`config.mk`:
```
export PLATFORM = sky130hd
export DESIGN_NAME = viewport_scroll_follower
export DESIGN_NICKNAME = d
export VERILOG_FILES = /design/src/vsf_pkg.sv /design/src/viewport_scroll_follower.sv /design/src/vsf_front.sv /design/src/vsf_cmd_queue.sv /design/src/vsf_back.sv
export SDC_FILE = /design/constraint.sdc
export NUM_CORES = 2
export LEC_CHECK = 0
export BUFFER_PORTS_ARGS = -buffer_cell sky130_fd_sc_hd__buf_2
export CAP_MARGIN = 20
export CELL_PAD_IN_SITES_DETAIL_PLACEMENT = 0
export CELL_PAD_IN_SITES_GLOBAL_PLACEMENT = 1
export CORE_MARGIN = 1
export CORE_UTILIZATION = 45
export CTS_CLUSTER_SIZE = 8
export DETAILED_ROUTE_END_ITERATION = 10
export PLACE_DENSITY = 0.74
export SKIP_CTS_REPAIR_TIMING = 1
export SLEW_MARGIN = 20
export SYNTH_ARGS = -nofsm -noshare
export SYNTH_HDL_FRONTEND = slang
export SYNTH_SLANG_ARGS = --single-unit
```
`constraint.sdc`:
```
create_clock -name clk -period 19.4 [get_ports clk]
set_input_delay 0.97 -clock clk [delete_from_list [all_inputs] [get_ports clk]]
set_output_delay 0.97 -clock clk [all_outputs]
set_load 0.1 [all_outputs]
```
`src/vsf_pkg.sv`:
```
// Shared types, codes and the axis clamp for the viewport scroll follower.
package vsf_pkg;

	// Item kinds
	typedef enum logic [1:0] {
		KIND_TICK       = 2'd0,
		KIND_MOVE_TO    = 2'd1,
		KIND_SET_CENTRE = 2'd2,
		KIND_SET_CORNER = 2'd3
	} kind_t;

	// Working configuration: edges, bounds spans and effective view sizes
	typedef struct packed {
		logic signed [15:0] edge_x;
		logic signed [15:0] edge_y;
		logic [14:0]        span_x;
		logic [14:0]        span_y;
		logic [14:0]        size_x;
		logic [14:0]        size_y;
	} cfg_t;

	// Classified word passed from front to back
	typedef struct packed {
		kind_t              kind;
		logic signed [15:0] pos_x;
		logic signed [15:0] pos_y;
		logic [7:0]         speed;
	} cmd_t;

	// Result word
	typedef struct packed {
		logic signed [15:0] view_x;
		logic signed [15:0] view_y;
		logic               moving;
	} res_t;

	// Clamp one axis into [edge, edge + span - size], far edge wins, then saturate to 16 bits
	function automatic logic signed [15:0] clamp_axis(
		input logic signed [18:0] v,
		input logic signed [15:0] edge_v,
		input logic [14:0]        span,
		input logic [14:0]        size
	);
		logic signed [18:0] lo;
		logic signed [18:0] far;
		logic signed [18:0] r;
		lo  = {{3{edge_v[15]}}, edge_v};
		far = lo + $signed({4'b0000, span});
		r   = (v < lo) ? lo : v;
		if (r + $signed({4'b0000, size}) > far) begin
			r = far - $signed({4'b0000, size});
		end
		if (r[18] && (r[17:15] != 3'b111)) begin
			clamp_axis = 16'sh8000;
		end else if (!r[18] && (r[17:15] != 3'b000)) begin
			clamp_axis = 16'sh7fff;
		end else begin
			clamp_axis = r[15:0];
		end
	endfunction

endpackage

```
`src/viewport_scroll_follower.sv`:
```
// Top level: configuration registers, front end, command queue and back end.
// A word goes through the command queue, then the back end, then the result queue.
// Throughput: one word per cycle on each side, while the queue it feeds has room.
// Two-entry queues on both sides let input and result sides stall on their own.
// Reset (arst_n low): registers, origin, goals, speed clear to zero; queues empty.
module viewport_scroll_follower (
	input  logic               clk,
	input  logic               arst_n,
	input  logic               cfg_we,
	input  logic [2:0]         cfg_index,
	input  logic [15:0]        cfg_data,
	input  logic               push,
	output logic               full,
	input  logic [1:0]         kind,
	input  logic signed [15:0] coord_x,
	input  logic signed [15:0] coord_y,
	input  logic [7:0]         step_speed,
	output logic               empty,
	input  logic               pop,
	output logic signed [15:0] view_x,
	output logic signed [15:0] view_y,
	output logic               moving
);
	import vsf_pkg::*;

	localparam logic [2:0] REG_BOUNDS_LEFT   = 3'd0;
	localparam logic [2:0] REG_BOUNDS_TOP    = 3'd1;
	localparam logic [2:0] REG_BOUNDS_WIDTH  = 3'd2;
	localparam logic [2:0] REG_BOUNDS_HEIGHT = 3'd3;
	localparam logic [2:0] REG_VIEW_WIDTH    = 3'd4;
	localparam logic [2:0] REG_VIEW_HEIGHT   = 3'd5;

	logic signed [15:0] left_q, top_q;
	logic [14:0]        bw_q, bh_q, vw_q, vh_q;
	cfg_t               cfg;
	cmd_t               cmd_in, cmd_out;
	logic               cmd_empty, cmd_pop;
	res_t               res;

	// Configuration registers
	always_ff @(posedge clk or negedge arst_n) begin
		if (!arst_n) begin
			left_q <= 16'sd0;
			top_q  <= 16'sd0;
			bw_q   <= 15'd0;
			bh_q   <= 15'd0;
			vw_q   <= 15'd0;
			vh_q   <= 15'd0;
		end else if (cfg_we) begin
			case (cfg_index)
				REG_BOUNDS_LEFT:   left_q <= cfg_data;
				REG_BOUNDS_TOP:    top_q  <= cfg_data;
				REG_BOUNDS_WIDTH:  bw_q   <= cfg_data[14:0];
				REG_BOUNDS_HEIGHT: bh_q   <= cfg_data[14:0];
				REG_VIEW_WIDTH:    vw_q   <= cfg_data[14:0];
				REG_VIEW_HEIGHT:   vh_q   <= cfg_data[14:0];
				default: ;
			endcase
		end
	end

	// Effective view size is limited by the bounds size
	always_comb begin
		cfg.edge_x = left_q;
		cfg.edge_y = top_q;
		cfg.span_x = bw_q;
		cfg.span_y = bh_q;
		cfg.size_x = (vw_q > bw_q) ? bw_q : vw_q;
		cfg.size_y = (vh_q > bh_q) ? bh_q : vh_q;
	end

	vsf_front u_front (
		.kind       (kind_t'(kind)),
		.coord_x    (coord_x),
		.coord_y    (coord_y),
		.step_speed (step_speed),
		.cfg        (cfg),
		.cmd        (cmd_in)
	);

	vsf_cmd_queue u_cmd_queue (
		.clk    (clk),
		.arst_n (arst_n),
		.push   (push),
		.wdata  (cmd_in),
		.full   (full),
		.pop    (cmd_pop),
		.rdata  (cmd_out),
		.empty  (cmd_empty)
	);

	vsf_back u_back (
		.clk       (clk),
		.arst_n    (arst_n),
		.cfg       (cfg),
		.cmd       (cmd_out),
		.cmd_empty (cmd_empty),
		.cmd_pop   (cmd_pop),
		.pop       (pop),
		.empty     (empty),
		.res       (res)
	);

	assign view_x = res.view_x;
	assign view_y = res.view_y;
	assign moving = res.moving;

endmodule

```
`src/vsf_front.sv`:
```
// Front end: classifies an incoming item and clamps its placement point.
module vsf_front (
	input  vsf_pkg::kind_t      kind,
	input  logic signed [15:0]  coord_x,
	input  logic signed [15:0]  coord_y,
	input  logic [7:0]          step_speed,
	input  vsf_pkg::cfg_t       cfg,
	output vsf_pkg::cmd_t       cmd
);
	import vsf_pkg::*;

	logic [13:0]        half_x;
	logic [13:0]        half_y;
	logic signed [18:0] pt_x;
	logic signed [18:0] pt_y;

	// Centered kinds pull the point back by half the view size
	always_comb begin
		half_x = 14'd0;
		half_y = 14'd0;
		if (kind inside {KIND_MOVE_TO, KIND_SET_CENTRE}) begin
			half_x = cfg.size_x[14:1];
			half_y = cfg.size_y[14:1];
		end
		pt_x = {{3{coord_x[15]}}, coord_x} - $signed({5'b00000, half_x});
		pt_y = {{3{coord_y[15]}}, coord_y} - $signed({5'b00000, half_y});
	end

	// Clamped placement word
	always_comb begin
		cmd.kind  = kind;
		cmd.pos_x = clamp_axis(pt_x, cfg.edge_x, cfg.span_x, cfg.size_x);
		cmd.pos_y = clamp_axis(pt_y, cfg.edge_y, cfg.span_y, cfg.size_y);
		cmd.speed = step_speed;
	end

endmodule

```
`src/vsf_cmd_queue.sv`:
```
// Two-entry word queue between the front end and the back end.
module vsf_cmd_queue (
	input  logic          clk,
	input  logic          arst_n,
	input  logic          push,
	input  vsf_pkg::cmd_t wdata,
	output logic          full,
	input  logic          pop,
	output vsf_pkg::cmd_t rdata,
	output logic          empty
);
	import vsf_pkg::*;

	cmd_t       mem_q [2];
	logic       wr_ptr_q;
	logic       rd_ptr_q;
	logic [1:0] count_q;
	logic       do_push;
	logic       do_pop;

	assign full    = (count_q == 2'd2);
	assign empty   = (count_q == 2'd0);
	assign do_push = push && !full;
	assign do_pop  = pop && !empty;
	assign rdata   = mem_q[rd_ptr_q];

	// Storage
	always_ff @(posedge clk) begin
		if (do_push) begin
			mem_q[wr_ptr_q] <= wdata;
		end
	end

	// Pointers and fill count
	always_ff @(posedge clk or negedge arst_n) begin
		if (!arst_n) begin
			wr_ptr_q <= 1'b0;
			rd_ptr_q <= 1'b0;
			count_q  <= 2'd0;
		end else begin
			if (do_push) wr_ptr_q <= ~wr_ptr_q;
			if (do_pop) rd_ptr_q <= ~rd_ptr_q;
			if (do_push && !do_pop) count_q <= count_q + 2'd1;
			else if (do_pop && !do_push) count_q <= count_q - 2'd1;
		end
	end

	a_no_overflow: assert property (@(posedge clk) disable iff (!arst_n)
		count_q != 2'd3)
		else $error("command queue count out of range");

	a_count_up: assert property (@(posedge clk) disable iff (!arst_n)
		(do_push && !do_pop) |=> (count_q == $past(count_q) + 2'd1))
		else $error("command queue lost a word");

endmodule

```
`src/vsf_back.sv`:
```
// Back end: holds origin, goals and speed, executes words and queues results.
module vsf_back (
	input  logic          clk,
	input  logic          arst_n,
	input  vsf_pkg::cfg_t cfg,
	input  vsf_pkg::cmd_t cmd,
	input  logic          cmd_empty,
	output logic          cmd_pop,
	input  logic          pop,
	output logic          empty,
	output vsf_pkg::res_t res
);
	import vsf_pkg::*;

	logic signed [15:0] origin_x_q, origin_y_q, goal_x_q, goal_y_q;
	logic [7:0]         speed_q;
	logic signed [15:0] origin_x_d, origin_y_d, goal_x_d, goal_y_d;
	logic [7:0]         speed_d;
	logic signed [15:0] step_x, step_y;

	res_t       res_q [2];
	logic       wr_ptr_q;
	logic       rd_ptr_q;
	logic [1:0] count_q;
	logic       res_space;
	logic       exec;
	logic       res_pop;

	// One axis step toward the goal, snapping when closer than the speed
	function automatic logic signed [15:0] step_axis(
		input logic signed [15:0] pos,
		input logic signed [15:0] goal,
		input logic [7:0]         spd,
		input logic signed [15:0] edge_v,
		input logic [14:0]        span,
		input logic [14:0]        size
	);
		logic signed [18:0] p;
		logic signed [18:0] g;
		logic signed [18:0] d;
		logic signed [18:0] s;
		logic signed [18:0] nv;
		p = {{3{pos[15]}}, pos};
		g = {{3{goal[15]}}, goal};
		d = g - p;
		s = $signed({11'd0, spd});
		if (!d[18]) nv = (d < s) ? g : p + s;
		else nv = (d > -s) ? g : p - s;
		if (d == 19'sd0) step_axis = pos;
		else step_axis = clamp_axis(nv, edge_v, span, size);
	endfunction

	assign res_pop   = pop && !empty;
	assign empty     = (count_q == 2'd0);
	assign res_space = (count_q != 2'd2) || res_pop;
	assign exec      = !cmd_empty && res_space;
	assign cmd_pop   = exec;
	assign res       = res_q[rd_ptr_q];

	// Tick steps for both axes
	always_comb begin
		step_x = step_axis(origin_x_q, goal_x_q, speed_q, cfg.edge_x, cfg.span_x, cfg.size_x);
		step_y = step_axis(origin_y_q, goal_y_q, speed_q, cfg.edge_y, cfg.span_y, cfg.size_y);
	end

	// Next state per kind
	always_comb begin
		origin_x_d = origin_x_q;
		origin_y_d = origin_y_q;
		goal_x_d   = goal_x_q;
		goal_y_d   = goal_y_q;
		speed_d    = speed_q;
		case (cmd.kind)
			KIND_TICK: begin
				if (speed_q != 8'd0) begin
					origin_x_d = step_x;
					origin_y_d = step_y;
					// blocked axis gives up its goal
					if ((goal_x_q != origin_x_q) && (step_x == origin_x_q)) goal_x_d = step_x;
					if ((goal_y_q != origin_y_q) && (step_y == origin_y_q)) goal_y_d = step_y;
					if ((step_x == goal_x_d) && (step_y == goal_y_d)) speed_d = 8'd0;
				end
			end
			KIND_MOVE_TO: begin
				goal_x_d = cmd.pos_x;
				goal_y_d = cmd.pos_y;
				speed_d  = cmd.speed;
			end
			KIND_SET_CENTRE: begin
				origin_x_d = cmd.pos_x;
				origin_y_d = cmd.pos_y;
				goal_x_d   = 16'sd0;
				goal_y_d   = 16'sd0;
				speed_d    = 8'd0;
			end
			KIND_SET_CORNER: begin
				origin_x_d = cmd.pos_x;
				origin_y_d = cmd.pos_y;
			end
			default: begin
				speed_d = speed_q;
			end
		endcase
	end

	// Architectural state
	always_ff @(posedge clk or negedge arst_n) begin
		if (!arst_n) begin
			origin_x_q <= 16'sd0;
			origin_y_q <= 16'sd0;
			goal_x_q   <= 16'sd0;
			goal_y_q   <= 16'sd0;
			speed_q    <= 8'd0;
		end else if (exec) begin
			origin_x_q <= origin_x_d;
			origin_y_q <= origin_y_d;
			goal_x_q   <= goal_x_d;
			goal_y_q   <= goal_y_d;
			speed_q    <= speed_d;
		end
	end

	// Result queue storage
	always_ff @(posedge clk) begin
		if (exec) begin
			res_q[wr_ptr_q] <= '{view_x: origin_x_d, view_y: origin_y_d,
				moving: (speed_d != 8'd0)};
		end
	end

	// Result queue pointers
	always_ff @(posedge clk or negedge arst_n) begin
		if (!arst_n) begin
			wr_ptr_q <= 1'b0;
			rd_ptr_q <= 1'b0;
			count_q  <= 2'd0;
		end else begin
			if (exec) wr_ptr_q <= ~wr_ptr_q;
			if (res_pop) rd_ptr_q <= ~rd_ptr_q;
			if (exec && !res_pop) count_q <= count_q + 2'd1;
			else if (res_pop && !exec) count_q <= count_q - 2'd1;
		end
	end

	a_centre_stops: assert property (@(posedge clk) disable iff (!arst_n)
		(exec && cmd.kind == KIND_SET_CENTRE) |=> (speed_q == 8'd0 && goal_x_q == 16'sd0))
		else $error("set_centre left motion active");

	a_idle_tick: assert property (@(posedge clk) disable iff (!arst_n)
		(exec && cmd.kind == KIND_TICK && speed_q == 8'd0)
		|=> ($stable(origin_x_q) && $stable(origin_y_q)))
		else $error("idle tick moved the origin");

endmodule

```
# ---- After elaboration in Yosys (flattened, before gate mapping)
# Memories as Yosys holds them, arrays and structs flattened.
# Index checks and enable logic that the tools add are counted.
dict set report totals {
  regBits 172
  mem_bits_rw 150
  inputBits 66
  memories 2
}
dict set report classes {
  addsub 21
  order_cmp 14
  n_eq_ne 23
  n_mux 55
  bitwise_logic 4
  n_reduce_logical 55
}
# name words width rd rd_ports_with_merged_regs write_ports line
set mem_list {}
lappend mem_list {u_cmd_queue.mem_q 2 42 1 0 1 vsf_cmd_queue.sv:14} ;# cmd_t mem_q [2];
lappend mem_list {u_back.res_q 2 33 1 0 1 vsf_back.sv:21} ;# res_t res_q [2];
# op count
set op_table {}
lappend op_table {{16-bit two-way mux} 20}
lappend op_table {{19-bit two-way mux} 16}
lappend op_table {{19-bit greater-than comparator} 6}
lappend op_table {{16-bit one-hot mux with 3 select lines} 2}
lappend op_table {{19-bit by 16-bit adder with 19-bit output} 4}
lappend op_table {{16-bit == test} 4}
lappend op_table {{16-bit one-hot mux with 2 select lines} 2}
lappend op_table {{19-bit logical NOT} 2}
lappend op_table {{19-bit by 16-bit less-than comparator with 1-bit output} 2}
lappend op_table {{19-bit by 9-bit less-than comparator with 1-bit output} 2}
lappend op_table {{19-bit by 16-bit subtractor with 19-bit output} 2}
lappend op_table {{16-bit by 16-bit adder with 17-bit output} 2}
lappend op_table {{16-bit by 9-bit adder with 17-bit output} 2}
lappend op_table {{17-bit by 16-bit less-than comparator with 1-bit output} 2}
lappend op_table {{16-bit by 15-bit subtractor with 17-bit output} 2}
lappend op_table {{16-bit by 16-bit subtractor with 17-bit output} 2}
lappend op_table {{16-bit by 9-bit subtractor with 17-bit output} 2}
lappend op_table {{16-bit != test} 2}
lappend op_table {{15-bit greater-than comparator} 2}
lappend op_table {{15-bit two-way mux} 2}
lappend op_table {{14-bit two-way mux} 2}
lappend op_table {{8-bit one-hot mux with 3 select lines} 1}
lappend op_table {{1-bit logical AND} 19}
lappend op_table {{8-bit negation with 19-bit output} 1}
lappend op_table {{other kinds (24)} 69}

# ---- Logic depth before layout (Yosys ltp)
dict set report logic_depth {
  word_depth 26
  mapped_depth 77
  depth_no_buf 73
}

# ---- Cells and area by module
# Synthesis repeated with hierarchy kept, for this count alone.
dict set report unflattened {
  hier_cells 4550
  area_unflattened_um2 38655.8
}
# mod instances cells_each area_each_um2 seq_area_each_um2
set modules_own_cells {}
lappend modules_own_cells {vsf_back 1 2873 22247.6 3883.7}
lappend modules_own_cells {vsf_front 1 1170 8338.0 0.0}
lappend modules_own_cells {viewport_scroll_follower 1 357 4640.7 2302.2}
lappend modules_own_cells {vsf_cmd_queue 1 150 3429.5 2622.5}

# ---- Worst setup path after synthesis
# Ideal clock, no wire load.
dict set report synth_timing {
  path_type {register -> register}
  startpoint {register u_back.goal_y_q[0]}
  endpoint {register u_back.goal_y_q[12]}
  setup_ns 0.116
  arrival_time_ns 13.729
  required_ns 19.284
  setup_slack_ns 5.555
  stages_incl_launch_ff 72
  n_path_buf 9
  synth_period_minus_slack_ns 13.845
  path_cell_list {dfrtp_1 clkbuf_1 inv_1 ha_1 fa_1 nand2b_1 a21oi_1 o21ai_0 a21oi_1 inv_1 clkbuf_1 ha_1 a21o_1 a2111o_1 a2111oi_0 a221oi_1 or2_2 clkbuf_1 [... 36 more ...] or3_1 a221oi_1 o21ai_0 o31a_1 and2_1 clkbuf_1 a31oi_1 a41o_1 buf_4 a311oi_2 and2_1 a2111oi_0 o2111ai_1 o21ai_1 nand2_1 buf_2 or3_1 o311ai_0}
}
dict set report synth_between {
  elab_chain_cells 22
  elab_cells_between_ends 29
  cone_classes {add/sub: 2; order compare: 4; eq/ne: 3; mux: 14; reduce/logical: 6}
}
# element line
set synth_lines {}
lappend synth_lines {{start, declared} vsf_back.sv:15} ;# logic signed [15:0] origin_x_q, origin_y_q, goal_x_q, goal_y_q;
lappend synth_lines {{start signal, assigned} vsf_back.sv:118} ;# goal_y_q <= goal_y_d;
lappend synth_lines {{16-bit by 16-bit subtractor with 17-bit output} vsf_back.sv:45} ;# d = g - p;
lappend synth_lines {{19-bit by 9-bit less-than comparator with 1-bit output or 19-bit greater-than comparator (tied branches)} {vsf_back.sv:47, vsf_back.sv:48}}
lappend synth_lines {{19-bit two-way mux, on equally long branches} {vsf_back.sv:47, vsf_back.sv:48}}
lappend synth_lines {{19-bit two-way mux} vsf_back.sv:47} ;# if (!d[18]) nv = (d < s) ? g : p + s;
lappend synth_lines {{19-bit by 16-bit less-than comparator with 1-bit output} vsf_pkg.sv:49} ;# r = (v < lo) ? lo : v;
lappend synth_lines {{19-bit two-way mux} vsf_pkg.sv:49}
lappend synth_lines {{19-bit by 16-bit adder with 19-bit output} vsf_pkg.sv:50} ;# if (r + $signed({4'b0000, size}) > far) begin
lappend synth_lines {{19-bit greater-than comparator} vsf_pkg.sv:50}
lappend synth_lines {{[... 6 more ...]} --}
lappend synth_lines {{16-bit two-way mux} vsf_back.sv:49} ;# if (d == 19'sd0) step_axis = pos;
lappend synth_lines {{16-bit == test} vsf_back.sv:80} ;# if ((goal_y_q != origin_y_q) && (step_y == origin_y_q)) goal_y_d = step_y;
lappend synth_lines {{1-bit logical AND} vsf_back.sv:80}
lappend synth_lines {{16-bit two-way mux *} vsf_back.sv:80}
lappend synth_lines {{16-bit two-way mux *} vsf_back.sv:75} ;# if (speed_q != 8'd0) begin
lappend synth_lines {{16-bit two-way mux *} vsf_back.sv:73} ;# case (cmd.kind)
lappend synth_lines {{16-bit two-way mux *} vsf_back.sv:75}
lappend synth_lines {{16-bit one-hot mux with 3 select lines *} vsf_back.sv:73}
# Mark *: on every way between the ends. The rest lies on a longest branch, timed or not. The select of a mux whose other input is x is not followed.
# A chain may end at the register's enable or synchronous reset.

# ---- Final worst setup path
dict set report layout_timing {
  startpoint {register u_back.origin_y_q[8]}
  endpoint {register u_back.goal_y_q[0]}
}
dict set report layout_between {
  elab_chain_cells 22
  elab_cells_between_ends 31
  cone_classes {add/sub: 4; order compare: 4; eq/ne: 3; mux: 14; reduce/logical: 6}
}
# element line
set layout_lines {}
lappend layout_lines {{start, declared} vsf_back.sv:15}
lappend layout_lines {{start signal, assigned} vsf_back.sv:116} ;# origin_y_q <= origin_y_d;
lappend layout_lines {{16-bit by 16-bit subtractor with 17-bit output} vsf_back.sv:45}
lappend layout_lines {{19-bit by 9-bit less-than comparator with 1-bit output or 19-bit greater-than comparator (tied branches)} {vsf_back.sv:47, vsf_back.sv:48}}
lappend layout_lines {{19-bit two-way mux, on equally long branches} {vsf_back.sv:47, vsf_back.sv:48}}
lappend layout_lines {{19-bit two-way mux} vsf_back.sv:47}
lappend layout_lines {{19-bit by 16-bit less-than comparator with 1-bit output} vsf_pkg.sv:49}
lappend layout_lines {{19-bit two-way mux} vsf_pkg.sv:49}
lappend layout_lines {{19-bit by 16-bit adder with 19-bit output} vsf_pkg.sv:50}
lappend layout_lines {{19-bit greater-than comparator} vsf_pkg.sv:50}
lappend layout_lines {{[... 6 more ...]} --}
lappend layout_lines {{16-bit two-way mux} vsf_back.sv:49}
lappend layout_lines {{16-bit == test} vsf_back.sv:80}
lappend layout_lines {{1-bit logical AND} vsf_back.sv:80}
lappend layout_lines {{16-bit two-way mux *} vsf_back.sv:80}
lappend layout_lines {{16-bit two-way mux *} vsf_back.sv:75}
lappend layout_lines {{16-bit two-way mux *} vsf_back.sv:73}
lappend layout_lines {{16-bit two-way mux *} vsf_back.sv:75}
lappend layout_lines {{16-bit one-hot mux with 3 select lines *} vsf_back.sv:73}
# Marks and branches as above.

==> impl_results.md <==
- Avg Cell Area, Syn: 8.479 µm²
- F_max: 55.66 MHz
- HP Class: primary input to async pin
- Initial Util: 45.43%
- Initial antenna violation count: 1
- Share of layout cells above drive strength 1: 10.44%
- Worst EP arrival: 18460 ps
- Slew HR: 22.88%
- Number of max-slew violations in the final report: 0
- Sequential element share of the synthesized area: 25.57%
- # IOs: 101
- Worst Setup Slack, final: 1433 ps
- DRC viols: 0
- Sink Count: 322
- WL/cell: 24.28 µm
- Post-synth ARST share: 53.42%
- H-tree depth: 2
- Site Rows: 101
- Worst path max stage delay: 1020 ps
- Largest net degree at the start of global routing: 80
- Synth top area share: 16.05%
- All-Layer GR Usage: 31.36%
- Ranking of synthesized cells by area: ha_1 16%, edfxtp_1 13%, dfrtp_1 12%
- Worst clock skew: 41.88 ps
- Inserted Clock Buffers: 48
- Drt initial violations: 3011
- Via count: 31720
- CTS tree: built
- Antenna fix cells: 0
- Final period util: 92.61%
- Startpoint type of the worst setup path: flip-flop
- Layout area overhead: 8.869%
- Vias in the first global route: 30220
- Number of iterations in the first detailed-routing pass: 7
- ANT nets after route: 0
- Drt via density: 6.188
- Slowest stage cell, crit path: a221oi_1
- Synth warn: 0
- Core ar.: 75820 µm²
- Final HPWL DP: 99590 µm
- CP Buf/Inv Count: 6
- Yosys reg bits: 322
- Critical path class: flip-flop to flip-flop
- Die Area: 77670 µm²
- Nets: 4639
- Library cells used by synthesis: 111
- Clk slew on worst S/H paths: 50 ps
- Max Cap Viol: 0
- Count of final setup violators: 0
- Final Wtd Congestion: 0.9836
- Critical path's top delay family: compound AO/OA/AOI/OAI gates
- Largest area contributor in the netlist: ha_1
- Number of enable flip-flop cells after synthesis: 150
- Ys flop type: dfrtp_1
- Die X-Extent: 278.7 µm
- Post-layout minimum cycle time: 17970 ps
- Skew-Pair Late Insertion Delay: 620 ps
- Critical path endpoint category: flip-flop
- Mapped Nets: 4587
- Worst path required time: 19890 ps
- Global-route wire length before repair: 186000 µm
- Setup_tns: 0 ps
- Number of port buffers: 100
- Status: completed
- Clock Path Buffers: 3
- Die Height: 278.7 µm
- Routed WL: 124500 µm
- RSZ-0062 raised after global routing: false
- Post-Synthesis Cells: 4063
- Post-synthesis cell area: 34450 µm²
- Most used cell, CP: o21ai_0
- Crit-path max FO: 19
- Min Hold Slack: 394.6 ps
- Final Hold Violating Endpoints: 0
- Worst-Margin Slew: 1157 ps
- Area of the multi-input gates: 23970 µm²
- Fill cells: 7361
- CTS root buf: clkbuf_16
- Sequential Area: 8810 µm²
- Pre-CTS WS: 1789 ps
- Gr ovfl total: 0
## layer usage
layer	vias up	track usage, %	wire (µm)
li1	15060	-	-
met1	15170	43.80	56480
met5	-	0	11
met4	2	11.23	4792
met3	235	4.142	8622
met2	1252	49.41	54550
## registers in the layout, summed over array words and instances (netlist names)
name / cells
u_cmd_queue.mem_q: 84
u_back.res_q: 66
left_q: 16
top_q: 16
u_back.goal_x_q: 16
u_back.goal_y_q: 16
u_back.origin_x_q: 16
u_back.origin_y_q: 16
bh_q: 15
bw_q: 15
vh_q: 15
vw_q: 15
u_back.speed_q: 8
u_back.count_q: 2
u_cmd_queue.count_q: 2
u_back.rd_ptr_q: 1
u_back.wr_ptr_q: 1
u_cmd_queue.rd_ptr_q: 1
u_cmd_queue.wr_ptr_q: 1
## area by class of cell
cell class / count / area share (%)
Timing Repair Buffer: 150 / 2.359
Multi-Input combinational cell: 3286 / 63.91
Sequential cell: 322 / 23.49
Tap cell: 978 / 3.263
Clock inverter: 5 / 0.2702
Clock buffer: 78 / 3.640
Inverter: 307 / 3.073
## logic make-up (layout without fill, tap and decap cells)
logic type	count (synthesis)	count (layout)	synth area share (%)
mux	216	216	6.806
simple gates	1172	1172	16.12
compound gates	1220	1220	23.80
fa+ha+maj	458	458	16.98
xor+xnor	220	220	5.615
flops	322	322	25.57
buf+inv	455	540	5.103
## path summary, 6_finish.rpt
check                                startpoint                   end  slack, ps  depth (start not counted)
max                        u_back.origin_y_q[8]    u_back.goal_y_q[0]       1430                         63
min                                      arst_n  u_back.origin_y_q[9]        390                          1
min reg2reg                             vh_q[0]               vh_q[0]        510                          1
max in group asynchronous                arst_n              vw_q[11]      17080                          3
max reg2reg                u_back.origin_y_q[8]    u_back.goal_y_q[0]       1430                         63
min in group clk                        vh_q[0]               vh_q[0]        510                          1
## synth_stat cells (10+ instances only)
master,count
o2111ai_1,15
o22ai_1,11
and2_1,32
a211oi_1,33
a221o_1,25
or2_2,18
or3_1,27
inv_1,302
nor3_1,85
nand2b_1,60
a21o_1,98
nand2_1,354
clkbuf_1,118
ha_1,442
a31oi_1,32
nor2_1,319
and3_1,25
o21ai_1,13
xnor2_1,150
a22oi_1,13
o21a_1,73
o221ai_1,15
o21bai_1,17
nor4_1,24
o22a_1,19
edfxtp_1,150
buf_2,16
a311oi_1,12
fa_1,16
dfrtp_1,172
mux2i_1,70
nor2b_1,45
a2111oi_0,11
a221oi_1,24
o211ai_1,38
xor2_1,69
o21ai_0,320
a21boi_0,20
o311ai_0,16
nand3_1,79
mux2_2,146
o31ai_1,19
a21oi_1,276
nand4_1,56
o31a_1,10
## per-stage QoR
| step | utilization, % | instances | cell area (µm²) |
|---|---|---|---|
| after floorplan | - | 4063 | 34450 |
| after global placement | 47.51 | 5043 | 36030 |
| after detailed placement | 47.52 | 5043 | 36030 |
| after CTS | 49.46 | 5126 | 37500 |
| after global routing | 49.46 | 5126 | 37500 |
| final | 49.46 | 5126 | 37500 |
## layout by cell type (no fill, tap or decap), types with 20 or more instances in the layout
master       n
a211oi_1    33
a21boi_0    20
a21o_1      98
a21oi_1    276
a221o_1     25
a221oi_1    23
a31oi_1     32
and2_1      32
and3_1      24
buf_2       99
buf_4       50
clkbuf_1    26
clkbuf_16   49
dfrtp_1    171
edfxtp_1   150
ha_1       442
inv_1      301
mux2_2     146
mux2i_1     69
nand2_1    354
nand2b_1    60
nand3_1     79
nand4_1     56
nor2_1     317
nor2b_1     45
nor3_1      84
nor4_1      24
o211ai_1    38
o21a_1      73
o21ai_0    319
or3_1       27
xnor2_1    150
xor2_1      68
Power is left out: the tool's default activity adds up to more than one toggle a clock period on the data nets, which glitch-free logic cannot reach.
